`src/hdl/i2cmbe_pkg.sv`:
```
package i2cmbe_pkg;

	// Register indexes on the configuration port
	localparam int unsigned CFG_IDX_W = 1;
	localparam logic [CFG_IDX_W-1:0] REG_HALF_PERIOD = 1'd0;
	localparam logic [CFG_IDX_W-1:0] REG_STRETCH_LIMIT = 1'd1;
	localparam int unsigned CFG_DATA_W = 16;

	localparam logic [15:0] HALF_PERIOD_RESET = 16'd80;
	localparam logic [7:0] STRETCH_LIMIT_RESET = 8'd255;

	// Command codes
	localparam logic [2:0] CMD_TICK = 3'd0;
	localparam logic [2:0] CMD_START = 3'd1;
	localparam logic [2:0] CMD_STOP = 3'd2;
	localparam logic [2:0] CMD_WRITE = 3'd3;
	localparam logic [2:0] CMD_READ = 3'd4;

	// Bit counter marks for the acknowledge slot
	localparam logic [3:0] BITS_PER_BYTE = 4'd8;
	localparam logic [3:0] WRITE_TAIL = 4'd8;
	localparam logic [3:0] READ_TAIL = 4'd9;

	typedef enum logic [29:0] {
		PH_IDLE     = 30'h0000_0001,
		PH_S_SDAREL = 30'h0000_0002,
		PH_S_SCL    = 30'h0000_0004,
		PH_S_P1     = 30'h0000_0008,
		PH_S_SDALOW = 30'h0000_0010,
		PH_S_P2     = 30'h0000_0020,
		PH_S_SCLLOW = 30'h0000_0040,
		PH_P_SDALOW = 30'h0000_0080,
		PH_P_P1     = 30'h0000_0100,
		PH_P_SCL    = 30'h0000_0200,
		PH_P_P2     = 30'h0000_0400,
		PH_P_SDAREL = 30'h0000_0800,
		PH_P_P3     = 30'h0000_1000,
		PH_W_BIT    = 30'h0000_2000,
		PH_W_P1     = 30'h0000_4000,
		PH_W_SCL    = 30'h0000_8000,
		PH_W_P2     = 30'h0001_0000,
		PH_W_LOW    = 30'h0002_0000,
		PH_R_REL    = 30'h0004_0000,
		PH_R_P1     = 30'h0008_0000,
		PH_R_SCL    = 30'h0010_0000,
		PH_R_P2     = 30'h0020_0000,
		PH_R_SAMP   = 30'h0040_0000,
		PH_A_DRV    = 30'h0080_0000,
		PH_A_P1     = 30'h0100_0000,
		PH_A_SCL    = 30'h0200_0000,
		PH_A_P2     = 30'h0400_0000,
		PH_A_LOW    = 30'h0800_0000,
		PH_A_REL    = 30'h1000_0000,
		PH_A_P3     = 30'h2000_0000
	} phase_t;

	typedef struct packed {
		phase_t      phase;
		logic [3:0]  bit_count;
		logic [7:0]  shift_reg;
		logic [15:0] pause_count;
		logic [7:0]  stretch_count;
		logic        sda_drive;
		logic        scl_drive;
		logic        ack_mode;
		logic        ack_flag;
	} eng_state_t;

	typedef struct packed {
		logic [15:0] half_period_ticks;
		logic [7:0]  stretch_limit;
	} cfg_t;

	typedef struct packed {
		logic [2:0] command;
		logic [7:0] write_byte;
		logic       ack_after_read;
		logic       sda_level;
		logic       scl_level;
	} item_t;

	typedef struct packed {
		logic       ack_received;
		logic [7:0] read_data;
		logic       done_res;
		logic       busy_res;
		logic       scl_pull_low;
		logic       sda_pull_low;
	} result_t;

endpackage

```
`src/hdl/i2c_master_byte_engine.sv`:
```
// An accepted item is registered in the input stage and its result in the output register.
// Throughput: one item per cycle while m_axis is not stalled; each item is one bus tick,
// and the next tick needs the sequencer state written by this one.
// Reset (arst_n low, asynchronous): sequencer idle, both lines released, counters
// cleared, half period 80 ticks, stretch limit 255 ticks, no item held.
module i2c_master_byte_engine (
	input  logic        clk,
	input  logic        arst_n,
	input  logic        cfg_we,
	input  logic [i2cmbe_pkg::CFG_IDX_W-1:0]  cfg_index,
	input  logic [i2cmbe_pkg::CFG_DATA_W-1:0] cfg_data,
	input  logic        s_axis_tvalid,
	output logic        s_axis_tready,
	// write_byte[7:0], ack_after_read[8], sda_level[9], scl_level[10], zero[15:11]
	input  logic [15:0] s_axis_tdata,
	// command[2:0]
	input  logic [2:0]  s_axis_tuser,
	output logic        m_axis_tvalid,
	input  logic        m_axis_tready,
	// sda_pull_low[0], scl_pull_low[1], busy_res[2], done_res[3],
	// read_data[11:4], ack_received[12], zero[15:13]
	output logic [15:0] m_axis_tdata
);

	i2cmbe_pkg::cfg_t       cfg_q;
	i2cmbe_pkg::eng_state_t state_q;
	i2cmbe_pkg::eng_state_t state_next;
	i2cmbe_pkg::item_t      item_s1;
	i2cmbe_pkg::result_t    res_next;
	i2cmbe_pkg::result_t    res_q;
	logic                   valid_s1;
	logic                   out_valid_q;
	logic                   advance;

	// Step the held item once the result register is free
	assign advance = valid_s1 && (!out_valid_q || m_axis_tready);
	assign s_axis_tready = !valid_s1 || advance;

	// Configuration registers
	always_ff @(posedge clk or negedge arst_n) begin
		if (!arst_n) begin
			cfg_q.half_period_ticks <= i2cmbe_pkg::HALF_PERIOD_RESET;
			cfg_q.stretch_limit <= i2cmbe_pkg::STRETCH_LIMIT_RESET;
		end else if (cfg_we) begin
			case (cfg_index)
				i2cmbe_pkg::REG_HALF_PERIOD: cfg_q.half_period_ticks <= cfg_data;
				i2cmbe_pkg::REG_STRETCH_LIMIT: cfg_q.stretch_limit <= cfg_data[7:0];
				default: cfg_q <= cfg_q;
			endcase
		end
	end

	// Input stage: hold the accepted item
	always_ff @(posedge clk or negedge arst_n) begin
		if (!arst_n) begin
			valid_s1 <= 1'b0;
		end else if (s_axis_tready) begin
			valid_s1 <= s_axis_tvalid;
		end
	end

	always_ff @(posedge clk) begin
		if (s_axis_tready && s_axis_tvalid) begin
			item_s1.command <= s_axis_tuser;
			item_s1.write_byte <= s_axis_tdata[7:0];
			item_s1.ack_after_read <= s_axis_tdata[8];
			item_s1.sda_level <= s_axis_tdata[9];
			item_s1.scl_level <= s_axis_tdata[10];
		end
	end

	i2cmbe_step u_step (
		.st      (state_q),
		.cfg     (cfg_q),
		.item    (item_s1),
		.st_next (state_next),
		.res     (res_next)
	);

	// Sequencer state: update once per stepped item
	always_ff @(posedge clk or negedge arst_n) begin
		if (!arst_n) begin
			state_q.phase <= i2cmbe_pkg::PH_IDLE;
			state_q.bit_count <= 4'd0;
			state_q.shift_reg <= 8'd0;
			state_q.pause_count <= 16'd0;
			state_q.stretch_count <= 8'd0;
			state_q.sda_drive <= 1'b0;
			state_q.scl_drive <= 1'b0;
			state_q.ack_mode <= 1'b0;
			state_q.ack_flag <= 1'b0;
		end else if (advance) begin
			state_q <= state_next;
		end
	end

	// Output register: hold the result until taken
	always_ff @(posedge clk or negedge arst_n) begin
		if (!arst_n) begin
			out_valid_q <= 1'b0;
		end else if (!out_valid_q || m_axis_tready) begin
			out_valid_q <= valid_s1;
		end
	end

	always_ff @(posedge clk) begin
		if (advance) begin
			res_q <= res_next;
		end
	end

	assign m_axis_tvalid = out_valid_q;
	assign m_axis_tdata = {3'd0, res_q.ack_received, res_q.read_data, res_q.done_res,
		res_q.busy_res, res_q.scl_pull_low, res_q.sda_pull_low};

endmodule

```
`src/hdl/i2cmbe_step.sv`:
```
module i2cmbe_step (
	input  i2cmbe_pkg::eng_state_t st,
	input  i2cmbe_pkg::cfg_t       cfg,
	input  i2cmbe_pkg::item_t      item,
	output i2cmbe_pkg::eng_state_t st_next,
	output i2cmbe_pkg::result_t    res
);

	logic [16:0] pause_sum;
	logic        pause_end;
	logic [15:0] pause_next;
	logic        rel_done;
	logic [7:0]  stretch_next;
	logic        scl_rel_next;
	logic [3:0]  bit_inc;
	logic        done;
	logic [7:0]  rdata;

	// Pause tick: end when the count reaches the half period
	assign pause_sum = {1'b0, st.pause_count} + 17'd1;
	assign pause_end = (pause_sum >= {1'b0, cfg.half_period_ticks});
	assign pause_next = pause_end ? 16'd0 : pause_sum[15:0];

	// Clock release: drop the drive first, then wait for SCL high or the limit
	assign rel_done = !st.scl_drive &&
		(item.scl_level || (st.stretch_count >= cfg.stretch_limit));
	assign scl_rel_next = 1'b0;
	assign stretch_next = (st.scl_drive || rel_done) ? 8'd0 : st.stretch_count + 8'd1;

	assign bit_inc = st.bit_count + 4'd1;

	// Advance the sequencer by one tick
	always_comb begin
		st_next = st;
		done = 1'b0;
		rdata = 8'd0;
		case (st.phase)
			i2cmbe_pkg::PH_IDLE: begin
				st_next.pause_count = 16'd0;
				st_next.stretch_count = 8'd0;
				case (item.command)
					i2cmbe_pkg::CMD_START: st_next.phase = i2cmbe_pkg::PH_S_SDAREL;
					i2cmbe_pkg::CMD_STOP: st_next.phase = i2cmbe_pkg::PH_P_SDALOW;
					i2cmbe_pkg::CMD_WRITE: begin
						st_next.shift_reg = item.write_byte;
						st_next.bit_count = 4'd0;
						st_next.ack_mode = 1'b0;
						st_next.phase = i2cmbe_pkg::PH_W_BIT;
					end
					i2cmbe_pkg::CMD_READ: begin
						st_next.shift_reg = 8'd0;
						st_next.bit_count = 4'd0;
						st_next.ack_mode = item.ack_after_read;
						st_next.phase = i2cmbe_pkg::PH_R_REL;
					end
					default: st_next.phase = i2cmbe_pkg::PH_IDLE;
				endcase
			end
			// start condition
			i2cmbe_pkg::PH_S_SDAREL: begin
				st_next.sda_drive = 1'b0;
				st_next.phase = i2cmbe_pkg::PH_S_SCL;
			end
			i2cmbe_pkg::PH_S_SCL: begin
				st_next.scl_drive = scl_rel_next;
				st_next.stretch_count = stretch_next;
				if (rel_done) st_next.phase = i2cmbe_pkg::PH_S_P1;
			end
			i2cmbe_pkg::PH_S_P1: begin
				st_next.pause_count = pause_next;
				if (pause_end) st_next.phase = i2cmbe_pkg::PH_S_SDALOW;
			end
			i2cmbe_pkg::PH_S_SDALOW: begin
				st_next.sda_drive = 1'b1;
				st_next.phase = i2cmbe_pkg::PH_S_P2;
			end
			i2cmbe_pkg::PH_S_P2: begin
				st_next.pause_count = pause_next;
				if (pause_end) st_next.phase = i2cmbe_pkg::PH_S_SCLLOW;
			end
			i2cmbe_pkg::PH_S_SCLLOW: begin
				st_next.scl_drive = 1'b1;
				st_next.phase = i2cmbe_pkg::PH_IDLE;
				done = 1'b1;
			end
			// stop condition
			i2cmbe_pkg::PH_P_SDALOW: begin
				st_next.sda_drive = 1'b1;
				st_next.phase = i2cmbe_pkg::PH_P_P1;
			end
			i2cmbe_pkg::PH_P_P1: begin
				st_next.pause_count = pause_next;
				if (pause_end) st_next.phase = i2cmbe_pkg::PH_P_SCL;
			end
			i2cmbe_pkg::PH_P_SCL: begin
				st_next.scl_drive = scl_rel_next;
				st_next.stretch_count = stretch_next;
				if (rel_done) st_next.phase = i2cmbe_pkg::PH_P_P2;
			end
			i2cmbe_pkg::PH_P_P2: begin
				st_next.pause_count = pause_next;
				if (pause_end) st_next.phase = i2cmbe_pkg::PH_P_SDAREL;
			end
			i2cmbe_pkg::PH_P_SDAREL: begin
				st_next.sda_drive = 1'b0;
				st_next.phase = i2cmbe_pkg::PH_P_P3;
			end
			i2cmbe_pkg::PH_P_P3: begin
				st_next.pause_count = pause_next;
				if (pause_end) begin
					st_next.phase = i2cmbe_pkg::PH_IDLE;
					done = 1'b1;
				end
			end
			// write bits, MSB first
			i2cmbe_pkg::PH_W_BIT: begin
				st_next.sda_drive = !st.shift_reg[7];
				st_next.phase = i2cmbe_pkg::PH_W_P1;
			end
			i2cmbe_pkg::PH_W_P1: begin
				st_next.pause_count = pause_next;
				if (pause_end) st_next.phase = i2cmbe_pkg::PH_W_SCL;
			end
			i2cmbe_pkg::PH_W_SCL: begin
				st_next.scl_drive = scl_rel_next;
				st_next.stretch_count = stretch_next;
				if (rel_done) st_next.phase = i2cmbe_pkg::PH_W_P2;
			end
			i2cmbe_pkg::PH_W_P2: begin
				st_next.pause_count = pause_next;
				if (pause_end) st_next.phase = i2cmbe_pkg::PH_W_LOW;
			end
			i2cmbe_pkg::PH_W_LOW: begin
				st_next.scl_drive = 1'b1;
				st_next.shift_reg = {st.shift_reg[6:0], 1'b0};
				if (bit_inc >= i2cmbe_pkg::BITS_PER_BYTE) begin
					st_next.bit_count = i2cmbe_pkg::WRITE_TAIL;
					st_next.phase = i2cmbe_pkg::PH_A_DRV;
				end else begin
					st_next.bit_count = bit_inc;
					st_next.phase = i2cmbe_pkg::PH_W_BIT;
				end
			end
			// read bits, MSB first
			i2cmbe_pkg::PH_R_REL: begin
				st_next.sda_drive = 1'b0;
				st_next.phase = i2cmbe_pkg::PH_R_P1;
			end
			i2cmbe_pkg::PH_R_P1: begin
				st_next.pause_count = pause_next;
				if (pause_end) st_next.phase = i2cmbe_pkg::PH_R_SCL;
			end
			i2cmbe_pkg::PH_R_SCL: begin
				st_next.scl_drive = scl_rel_next;
				st_next.stretch_count = stretch_next;
				if (rel_done) st_next.phase = i2cmbe_pkg::PH_R_P2;
			end
			i2cmbe_pkg::PH_R_P2: begin
				st_next.pause_count = pause_next;
				if (pause_end) st_next.phase = i2cmbe_pkg::PH_R_SAMP;
			end
			i2cmbe_pkg::PH_R_SAMP: begin
				st_next.shift_reg = {st.shift_reg[6:0], item.sda_level};
				st_next.scl_drive = 1'b1;
				if (bit_inc >= i2cmbe_pkg::BITS_PER_BYTE) begin
					st_next.bit_count = i2cmbe_pkg::READ_TAIL;
					st_next.phase = i2cmbe_pkg::PH_A_DRV;
				end else begin
					st_next.bit_count = bit_inc;
					st_next.phase = i2cmbe_pkg::PH_R_P1;
				end
			end
			// acknowledge slot
			i2cmbe_pkg::PH_A_DRV: begin
				st_next.sda_drive = st.ack_mode;
				st_next.phase = i2cmbe_pkg::PH_A_P1;
			end
			i2cmbe_pkg::PH_A_P1: begin
				st_next.pause_count = pause_next;
				if (pause_end) st_next.phase = i2cmbe_pkg::PH_A_SCL;
			end
			i2cmbe_pkg::PH_A_SCL: begin
				st_next.scl_drive = scl_rel_next;
				st_next.stretch_count = stretch_next;
				if (rel_done) st_next.phase = i2cmbe_pkg::PH_A_P2;
			end
			i2cmbe_pkg::PH_A_P2: begin
				st_next.pause_count = pause_next;
				if (pause_end) st_next.phase = i2cmbe_pkg::PH_A_LOW;
			end
			i2cmbe_pkg::PH_A_LOW: begin
				st_next.scl_drive = 1'b1;
				if (st.bit_count == i2cmbe_pkg::WRITE_TAIL) begin
					st_next.ack_flag = !item.sda_level;
					st_next.phase = i2cmbe_pkg::PH_A_P3;
				end else begin
					st_next.phase = i2cmbe_pkg::PH_A_REL;
				end
			end
			i2cmbe_pkg::PH_A_REL: begin
				st_next.sda_drive = 1'b0;
				st_next.phase = i2cmbe_pkg::PH_A_P3;
			end
			i2cmbe_pkg::PH_A_P3: begin
				st_next.pause_count = pause_next;
				if (pause_end) begin
					st_next.phase = i2cmbe_pkg::PH_IDLE;
					done = 1'b1;
					if (st.bit_count == i2cmbe_pkg::READ_TAIL) rdata = st.shift_reg;
				end
			end
			default: st_next.phase = i2cmbe_pkg::PH_IDLE;
		endcase
	end

	// Build the result item from the updated state
	always_comb begin
		res.sda_pull_low = st_next.sda_drive;
		res.scl_pull_low = st_next.scl_drive;
		res.busy_res = (st_next.phase != i2cmbe_pkg::PH_IDLE);
		res.done_res = done;
		res.read_data = rdata;
		res.ack_received = st_next.ack_flag;
	end

endmodule

```
`config.mk`:
```
export PLATFORM = sky130hd
export DESIGN_NAME = i2c_master_byte_engine
export DESIGN_NICKNAME = d
export VERILOG_FILES = /design/src/hdl/i2cmbe_pkg.sv /design/src/hdl/i2c_master_byte_engine.sv /design/src/hdl/i2cmbe_step.sv
export SDC_FILE = /design/constraint.sdc
export NUM_CORES = 1
export LEC_CHECK = 0
export BUFFER_PORTS_ARGS = -buffer_cell sky130_fd_sc_hd__buf_2
export CORE_ASPECT_RATIO = 0.7
export CORE_MARGIN = 1
export CORE_UTILIZATION = 45
export DETAILED_ROUTE_END_ITERATION = 8
export GPL_TIMING_DRIVEN = 0
export MAX_ROUTING_LAYER = met4
export PLACE_DENSITY_LB_ADDON = 0.05
export SLEW_MARGIN = 15
export SYNTH_ARGS = -nofsm -noshare
export SYNTH_HDL_FRONTEND = slang
export SYNTH_SLANG_ARGS = --single-unit
```
`constraint.sdc`:
```
create_clock -name clk -period 9.1 [get_ports clk]
set_input_delay 1.82 -clock clk [delete_from_list [all_inputs] [get_ports clk]]
set_output_delay 1.82 -clock clk [all_outputs]
set_load 0.1 [all_outputs]
```
==> flow_metrics.env, run 1 <==
export IMPL_first_pass_iters=5
export IMPL_cts_repair_resize_count=0
export IMPL_timing_final_crit_share_pct=49.9
export IMPL_drive_gt1_share_pct=17.0
export IMPL_drv_cap=0
export IMPL_dp_hpwl_um=15200
export IMPL_critPathMaxFanout=10
export IMPL_critPathArrivalTime_ns=4.90
export IMPL_ys_seq_elements=123
export IMPL_rows=38
export IMPL_clockBufferDepth=2
export IMPL_ioPinCount=59
export IMPL_num_antenna_cells=0
export IMPL_yosysSeqAreaShare_pct=45.0
export IMPL_fin_crit_ns=4.54
export IMPL_worst_pin_slew_ns=0.943
export IMPL_numClockSinks=123
export IMPL_antenna_found_initial=0
export IMPL_synthCells=769
export IMPL_synth_area_per_cell_um2=9.33
export IMPL_tritoncts="yes"
export IMPL_leakage_nw=3.74
export IMPL_status="finished clean"
export IMPL_cp_data_required_time_ns=9.45
export IMPL_tns_ns=0
export IMPL_cts_buffers_inserted=17
export IMPL_ant_nets=0
export IMPL_dieWidth_um=153
export IMPL_numPortBuffers=50
export IMPL_finalSetupViolCount=0
export IMPL_rsz0062_at_grt="no"
export IMPL_synth_top_cells_by_area="dfrtp_1 (30%), edfxtp_1 (11%), nand2_1 (5.9%)"
export IMPL_clk_latency_ns=0.42
export IMPL_initialDrtViolationCount=504
export IMPL_cts_htree_levels=4
export IMPL_synthArstFlopShare_pct=78.0
export IMPL_maxSlewHeadroom_pct=36.6
export IMPL_grt_total_usage_pct=27.3
export IMPL_holdBufCountCts=0
export IMPL_ys_warn_count=0
export IMPL_via_per_inst=5.93
export IMPL_start_util_pct=46.1
export IMPL_core_mm2=0.0155
export IMPL_yosys_cell_types_count=67
export IMPL_vdd_drop_max_mv=0.131
export IMPL_drv_slew=0
export IMPL_wl_um=20700
export IMPL_path_clk_slew_ns=0.06
export IMPL_dieHeight_um=108
export IMPL_die_area_mm2=0.0165
export IMPL_dp_cells=1022
export IMPL_grt_max_degree=67
export IMPL_synth_top_cell_area_share_pct=29.6
export IMPL_syn_area_mm2=0.00717
export IMPL_yosysTopAreaCell="dfrtp_1"
export IMPL_final_cell_count_no_fill=1054
export IMPL_overflow=0
export IMPL_ys_top_cells_by_count="nand2_1 (112), dfrtp_1 (85), o21ai_0 (63)"
export IMPL_synth_ff_type="dfrtp_1"
export IMPL_num_vias=6247
export IMPL_worstSetupPathType="flip-flop to flip-flop"
export IMPL_skew_ns=0.0107
export IMPL_detail_route_wl_per_cell_um=19.7
export IMPL_end_kind="flip-flop"
export IMPL_gp_congestion=0.923
export IMPL_powerDensity_mw_per_mm2=212
export IMPL_syn_to_final_growth_pct=16.3
export IMPL_synth_most_common_cell="nand2_1"
export IMPL_cts_root_buffer="clkbuf_16"
export IMPL_grt_pass1_wl_um=32900
export IMPL_first_global_vias=5883
export IMPL_min_delay_path_depth=1
export IMPL_rr_worst_depth=16
export IMPL_drc_errors=0
export IMPL_start_kind="flip-flop"
export IMPL_final_hold_viol_count=0
export IMPL_clock_fmax_mhz=220
export IMPL_synth_edf_count=27
export IMPL_min_delay_path_class="flip-flop to flip-flop"
export IMPL_cts_setup_buffers=0
export IMPL_nets=911
-- cell usage in the layout, fill, tap and decap left out, types with 7 or more instances in the layout --
cell and count:
nor4_1 16, a21oi_1 17, clkbuf_16 17, or4_1 7, and4_1 8, edfxtp_1 27, and2_1 12, ha_1 29
nand2b_1 9, dfstp_2 11, nor3_1 28, nand4b_1 8, nand4_1 19, and3_1 14, nand2_1 112, xnor2_1 16
inv_1 37, mux2_2 14, nor2b_1 8, dfrtp_1 85, nor4b_1 7, buf_2 52, o21ai_0 63, nor2_1 55
nand3_1 30, clkbuf_1 24
-- stage by stage --
step	hold WS (ns)	cell area (um^2)	power, mW	util, %	setup slack (ns)
after global placement	0.471	7680	1.04	49.4	4.27
after floorplan	0.457	7180	0.926	-	4.64
after detailed placement	0.489	7720	1.05	49.6	4.72
after CTS	0.505	8340	1.78	53.7	4.63
after global routing	0.510	8340	1.86	53.7	4.30
final	0.507	8340	1.77	53.7	4.56
-- critical path: stages, from the launching register on --
cell	delay, ns
dfrtp_1	0.43
ha_1	0.24
nand3_1	0.18
inv_1	0.16
nand4_1	0.22
nor2_1	0.24
xnor2_1	0.19
ha_1	0.30
nand3_1	0.12
nor2_1	0.09
a221oi_1	0.26
o211ai_1	0.13
a31o_2	0.25
clkbuf_1	0.27
a211oi_1	0.71
clkbuf_1	0.46
a22o_1	0.22
-- report_power, final --
group	total (mW)	switching (mW)	internal, mW
Clock	0.729	0.287	0.442
Sequential	0.670	0.0425	0.627
Combinational	0.374	0.268	0.105
Total	1.77	0.598	1.17
-- cell type report --
cell class	count	area [um^2]
buffer	37	196
tap	200	250
inverter	37	139
sequential	123	3230
clock buffer	17	425
fill	1397	7200
multi-input combinational	574	3620
timing repair buffer	51	284
clock inverter	15	200
-- layer usage --
layer  share of wire [%]  track usage (%)  wire (um)
met2                  42             38.5       8790
met1                  49             38.9      10200
met4                 1.0             8.08        216
met3                 7.5             6.32       1560
met5                   0                -          0
-- worst paths after layout --
kind                        startpoint           to  slack, ns
max                        state_q[12]  state_q[24]       4.56
min                         state_q[0]   state_q[0]       0.51
max reg2reg                state_q[12]  state_q[24]       4.56
min reg2reg                 state_q[0]   state_q[0]       0.51
max in group asynchronous       arst_n  state_q[40]       7.13
min in group asynchronous       arst_n   state_q[6]       1.29
-- sequential cells by signal, indices dropped and copies added, names as in the netlist --
register,count
m_axis_tvalid,1
cfg_q,24
item_s1,14
m_axis_tdata,13
state_q,70
valid_s1,1
-- cell families (layout without fill, tap and decap cells) --
logic type	Yosys count	after routing	synth area share [%]
compound gates	147	147	13.4
xor+xnor	22	22	2.69
fa+ha+maj	29	29	5.06
buf+inv	74	157	4.66
flops	123	123	45.0
mux	15	15	2.34
other cells	1	3	0.0523
simple gates	358	358	26.9
No activity file was read; power rests on OpenSTA's default activity.
==> inputs of run 2 (changes only) <==
==> constraint.sdc (replaced) <==
create_clock -name clk -period 4.4 [get_ports clk]
set_input_delay 0.88 -clock clk [delete_from_list [all_inputs] [get_ports clk]]
set_output_delay 0.88 -clock clk [all_outputs]
set_load 0.1 [all_outputs]
==> run 2 against run 1 <==
Effect of this change: sequential share of layout area hardly changed; clock skew hardly changed; power is 110% higher; clock-buffer cell count stayed put; final area hardly changed; die area stayed put; clock power is 110% higher; critical endpoint unchanged; largest cell class unchanged; largest power group unchanged.
==> flow_metrics.env, run 2 (synthesis results as in run 1) <==
export IMPL_grt_total_usage_pct=27.3
export IMPL_powerDensity_mw_per_mm2=439
export IMPL_start_kind="flip-flop"
export IMPL_cts_htree_levels=4
export IMPL_worst_pin_slew_ns=0.932
export IMPL_syn_to_final_growth_pct=16.3
export IMPL_maxSlewHeadroom_pct=37.4
export IMPL_ioPinCount=59
export IMPL_cp_data_required_time_ns=4.75
export IMPL_rrSetupSlack_ns=0.32
export IMPL_overflow=0
export IMPL_cts_root_buffer="clkbuf_16"
export IMPL_status="finished clean"
export IMPL_numClockSinks=123
export IMPL_cts_buffers_inserted=17
export IMPL_grt_max_degree=67
export IMPL_critPathArrivalTime_ns=4.44
export IMPL_core_mm2=0.0155
export IMPL_max_stage_delay_ns=0.45
export IMPL_final_cell_count_no_fill=1052
export IMPL_drive_gt1_share_pct=17.4
export IMPL_grt_pass1_wl_um=32900
export IMPL_holdWs_ns=0.347
export IMPL_path_clk_slew_ns=0.06
export IMPL_start_util_pct=46.1
export IMPL_totalPowerFinal_mw=3.67
export IMPL_critPathMaxFanout=10
export IMPL_wl_um=20700
export IMPL_slowest_stage="clkbuf_1"
export IMPL_antenna_found_initial=0
export IMPL_drv_slew=0
export IMPL_first_pass_iters=5
export IMPL_clock_fmax_mhz=245
export IMPL_clockBufferDepth=2
export IMPL_rr_worst_depth=15
export IMPL_dieWidth_um=153
export IMPL_leakage_nw=3.74
export IMPL_timing_final_crit_share_pct=92.8
export IMPL_n_fill_cell=1399
export IMPL_dp_hpwl_um=15200
export IMPL_drv_cap=0
export IMPL_drc_errors=0
export IMPL_fin_crit_ns=4.08
export IMPL_numPortBuffers=50
export IMPL_gp_congestion=0.923
export IMPL_holdBufCountCts=0
export IMPL_via_per_inst=5.94
export IMPL_end_kind="flip-flop"
export IMPL_worstSetupPathType="flip-flop to flip-flop"
export IMPL_min_delay_path_class="primary input to asynchronous set/reset pin"
export IMPL_worstReg2RegStart="state_q[12]"
export IMPL_dieHeight_um=108
export IMPL_num_vias=6248
export IMPL_r2r_end="state_q[24]"
export IMPL_tritoncts="yes"
export IMPL_dp_cells=1022
export IMPL_ant_nets=0
export IMPL_first_global_vias=5885
export IMPL_final_util_pct=53.7
export IMPL_final_hold_viol_count=0
export IMPL_finalSetupViolCount=0
export IMPL_biggestRegsByFlops="state_q: 70 flops, cfg_q: 24 flops, item_s1: 14 flops"
export IMPL_final_common_cell="nand2_1"
export IMPL_skew_ns=0.0110
export IMPL_detail_route_wl_per_cell_um=19.7
export IMPL_vdd_drop_max_mv=0.273
export IMPL_largest_reg_flops=70
export IMPL_initialDrtViolationCount=448
export IMPL_tns_ns=0
export IMPL_worstPathCellList="ha_1, nand3_1, inv_1, nand4_1, nor2_1, xnor2_1, ha_1, nand3_1, nor2_1, a221oi_1, o211ai_1, a31o_2, a211oi_2, clkbuf_1, a22o_1"
export IMPL_num_antenna_cells=0
export IMPL_regMostFlops="state_q"
export IMPL_die_area_mm2=0.0165
export IMPL_clk_latency_ns=0.42
export IMPL_layout_common_cells="nand2_1 (112), dfrtp_1 (85), o21ai_0 (63)"
export IMPL_nets=909
export IMPL_rsz0062_at_grt="no"
export IMPL_rows=38
-- run 2: changes by cell type in the layout (fill, tap and decap cells not counted) --
cell / change
nor3_1: -1
clkbuf_1: -3
a211oi_1: -1
clkbuf_2: +1
nor3_2: +1
a211oi_2: +1
-- run 2: cell type report --
type	count	area (um^2)	area share (%)
plain buffers	35	190	2.28
clock buffers	17	425	5.10
repair buffers	51	284	3.40
well taps	200	250	3.00
inverters	37	139	1.66
clock inverters	15	200	2.40
multi-input cells	574	3630	43.5
flip-flops and latches	123	3230	38.7
-- run 2: repair_timing --
item / 4_1_cts / 5_1_grt
endpoints found under the setup margin: 10 / 29
gates resized for setup: 1 / 3
buffers inserted: 0 / 0
-- run 2: per-layer routing --
| metal | part of all wire, % | GRT usage [%] |
|---|---|---|
| met5 | 0 | - |
| met4 | 1.3 | 8.08 |
| met3 | 6.5 | 6.32 |
| met2 | 43 | 38.5 |
| met1 | 49 | 38.9 |
-- run 2: metrics by stage --
stage                     area, um^2  setup WS, ns
after CTS                       8350        0.0310
after global placement          7680        0.0259
after detailed placement        7720        0.0209
after global routing            8350        0.0114
final                           8350         0.316
after floorplan                 7180          1.03
-- run 2: critical path, delay by kind of cell (launching register included) --
kind / cells / cell delay, ns
AO/OA/AOI/OAI: 5 / 1.40
AND/OR/NAND/NOR: 5 / 0.84
buffers and inverters: 2 / 0.60
adder cells (fa/ha/maj): 2 / 0.54
flip-flops: 1 / 0.43
XOR/XNOR: 1 / 0.19
-- run 2: worst max path at each step --
| stage | from | endpoint | slack, ns | depth (start not counted) |
|---|---|---|---|---|
| 2_1_floorplan | state_q[12] | state_q[24] | 1.03 | 16 |
| 3_3_place_gp | state_q[44] | state_q[24] | 0.03 | 8 |
| 3_5_place_dp | state_q[12] | state_q[26] | 0.02 | 16 |
| 4_1_cts | state_q[12] | state_q[67] | 0.03 | 17 |
| 5_1_grt | state_q[44] | state_q[9] | 0.01 | 10 |
| 6_report | state_q[12] | state_q[24] | 0.32 | 15 |
-- run 2: report_power, final --
group	total (mW)	switching, mW	internal, mW
combinational	0.775	0.556	0.218
clock	1.51	0.594	0.913
sequential	1.38	0.0877	1.30
total	3.67	1.24	2.43
==> inputs of run 3 (changes only) <==
--- a/config.mk
+++ b/config.mk
@@ -13,6 +13,7 @@
 export GPL_TIMING_DRIVEN = 0
 export MAX_ROUTING_LAYER = met4
 export PLACE_DENSITY_LB_ADDON = 0.05
+export REMOVE_ABC_BUFFERS = 1
 export SLEW_MARGIN = 15
 export SYNTH_ARGS = -nofsm -noshare
 export SYNTH_HDL_FRONTEND = slang
==> run 3 against run 2 <==
Effect of this change: non-clock buffer count decreased by 33; highest routed layer unchanged; sequential cell count stayed put; final area is 2.2% lower; combinational power decreased by 3.4%; worst hold slack got worse by 0.035 ns; core utilization fell by 1.2 points; first-iteration DRC count grew 45%; critical path type unchanged.
==> flow_metrics.env, run 3 (synthesis results as in run 1) <==
export IMPL_vdd_drop_max_mv=0.292
export IMPL_worst_pin_slew_ns=0.877
export IMPL_grt_max_degree=73
export IMPL_wl_um=19500
export IMPL_num_vias=6015
export IMPL_slowest_stage="o21ai_2"
export IMPL_crit_buf_inv=1
export IMPL_regMostFlops="state_q"
export IMPL_grt_pass1_wl_um=31300
export IMPL_die_area_mm2=0.0165
export IMPL_rows=38
export IMPL_clk_latency_ns=0.42
export IMPL_drive_gt1_share_pct=17.2
export IMPL_finalSetupViolCount=0
export IMPL_grt_total_usage_pct=25.8
export IMPL_seq_power_share_pct=38.8
export IMPL_largest_reg_flops=70
export IMPL_numClockSinks=123
export IMPL_clockBufferDepth=2
export IMPL_placed_cell_area_mm2=0.00755
export IMPL_final_util_pct=52.5
export IMPL_dieHeight_um=108
export IMPL_critPathArrivalTime_ns=4.40
export IMPL_syn_to_final_growth_pct=13.8
export IMPL_detail_route_wl_per_cell_um=19.2
export IMPL_ant_nets=0
export IMPL_drv_cap=0
export IMPL_drc_errors=0
export IMPL_core_mm2=0.0155
export IMPL_first_pass_iters=5
export IMPL_n_fill_cell=1439
export IMPL_min_delay_path_class="primary input to asynchronous set/reset pin"
export IMPL_cts_htree_levels=4
export IMPL_fin_crit_ns=4.08
export IMPL_max_stage_delay_ns=0.67
export IMPL_critPathMaxFanout=19
export IMPL_final_cell_count_no_fill=1019
export IMPL_clock_fmax_mhz=245
export IMPL_nets=876
export IMPL_tritoncts="yes"
export IMPL_p_int_mw=2.32
export IMPL_worstSetupPathType="flip-flop to flip-flop"
export IMPL_drv_slew=0
export IMPL_rsz0062_at_grt="no"
export IMPL_p_sw_share_pct=35.0
export IMPL_end_kind="flip-flop"
export IMPL_skew_ns=0.00923
export IMPL_leakage_nw=3.64
export IMPL_status="finished clean"
export IMPL_critPathTopFamily="compound AO/OA/AOI/OAI gates"
export IMPL_overflow=0
export IMPL_gp_congestion=0.944
export IMPL_timing_final_crit_share_pct=92.6
export IMPL_powerDensity_mw_per_mm2=437
export IMPL_path_clk_slew_ns=0.07
export IMPL_num_antenna_cells=0
export IMPL_final_hold_viol_count=0
export IMPL_switchingPower_mw=1.25
export IMPL_dp_cells=987
export IMPL_maxSlewHeadroom_pct=41.0
export IMPL_ioPinCount=59
export IMPL_fin_area_mm2=0.00817
export IMPL_cts_buffers_inserted=17
export IMPL_cts_setup_buffers=0
export IMPL_holdWs_ns=0.312
export IMPL_biggestRegsByFlops="state_q: 70 flops, cfg_q: 24 flops, item_s1: 14 flops"
export IMPL_via_per_inst=5.90
export IMPL_start_kind="flip-flop"
export IMPL_final_common_cell="nand2_1"
export IMPL_worstPathCellList="ha_1, nand3_1, inv_1, nand4_1, nor2_1, xnor2_1, ha_1, nand3_1, nor2_1, a221oi_1, o211ai_1, a31o_2, o21ai_2, o21ai_0, o21ai_0"
export IMPL_comb_power_share_pct=21.0
export IMPL_totalPowerFinal_mw=3.57
export IMPL_layout_common_cells="nand2_1 (111), dfrtp_1 (85), o21ai_0 (62)"
export IMPL_numPortBuffers=50
export IMPL_cts_root_buffer="clkbuf_16"
export IMPL_cp_data_required_time_ns=4.72
export IMPL_antenna_found_initial=0
export IMPL_dp_hpwl_um=14200
export IMPL_initialDrtViolationCount=648
export IMPL_dieWidth_um=153
export IMPL_first_global_vias=5673
export IMPL_start_util_pct=46.1
export IMPL_pwr_share_clk_pct=40.2
==> run 3: cell types whose count changed in the layout (fill, tap and decap cells not counted), sizes merged <==
cell	delta
inv	+2
buf	-10
clkbuf	-23
clkinv	+1
clkinvlp	-1
bufinv	-2
==> run 3: area by class of cell <==
cell class | count | area [um^2] | share of cell area (%)
inverters | 37 | 139 | 1.70
repair buffers | 53 | 307 | 3.75
flip-flops and latches | 123 | 3230 | 39.5
multi-input cells | 574 | 3640 | 44.6
well taps | 200 | 250 | 3.06
clock inverters | 15 | 176 | 2.16
clock buffers | 17 | 425 | 5.21
==> run 3: worst paths after layout <==
kind / startpoint / endpoint / slack (ns) / cells after the start
worst min-delay path: arst_n / state_q[52] / 0.31 / 1
max in group asynchronous: arst_n / state_q[40] / 3.42 / 2
worst min register to register: state_q[3] / state_q[3] / 0.50 / 1
worst max register to register: state_q[12] / state_q[42] / 0.32 / 15
min in group clk: state_q[3] / state_q[3] / 0.50 / 1
worst max-delay path: state_q[12] / state_q[42] / 0.32 / 15
==> run 3: layer usage <==
| metal | vias up | wire, um | global-route usage [%] |
|---|---|---|---|
| met3 | 23 | 1170 | 5.60 |
| met2 | 203 | 8020 | 35.0 |
| met4 | 0 | 312 | 8.66 |
| li1 | 2863 | - | - |
| met5 | - | 0 | - |
| met1 | 2926 | 10000 | 37.6 |
==> run 3: power by group through the flow <==
stage	registers (mW)	clock network, mW	logic [mW]
2_1_floorplan	1.47	0	0.430
3_3_place_gp	1.40	0	0.719
3_5_place_dp	1.40	0	0.738
4_1_cts	1.38	1.46	0.743
5_1_grt	1.40	1.51	0.823
6_report	1.38	1.43	0.749
==> run 3: repair_timing <==
item / CTS / global route
endpoints found under the setup margin: 2 / 0
hold buffers: 0 / 0
gates resized for setup: 1 / 0
==> run 3: through the flow <==
stage	TNS, ns	worst slack [ns]
after floorplan	0	0.859
final	0	0.325
after CTS	0	0.349
after global placement	-6.35	-0.615
after detailed placement	-0.0102	-0.0102
after global routing	0	0.0361
==> run 3: worst register-to-register path: cells and delay by family, from the launching register on <==
kind | cells | cell delay, ns
adder cells (fa/ha/maj) | 2 | 0.55
XOR/XNOR | 1 | 0.19
flip-flops | 1 | 0.45
AO/OA/AOI/OAI | 6 | 1.82
AND/OR/NAND/NOR | 5 | 0.82
buffers and inverters | 1 | 0.15
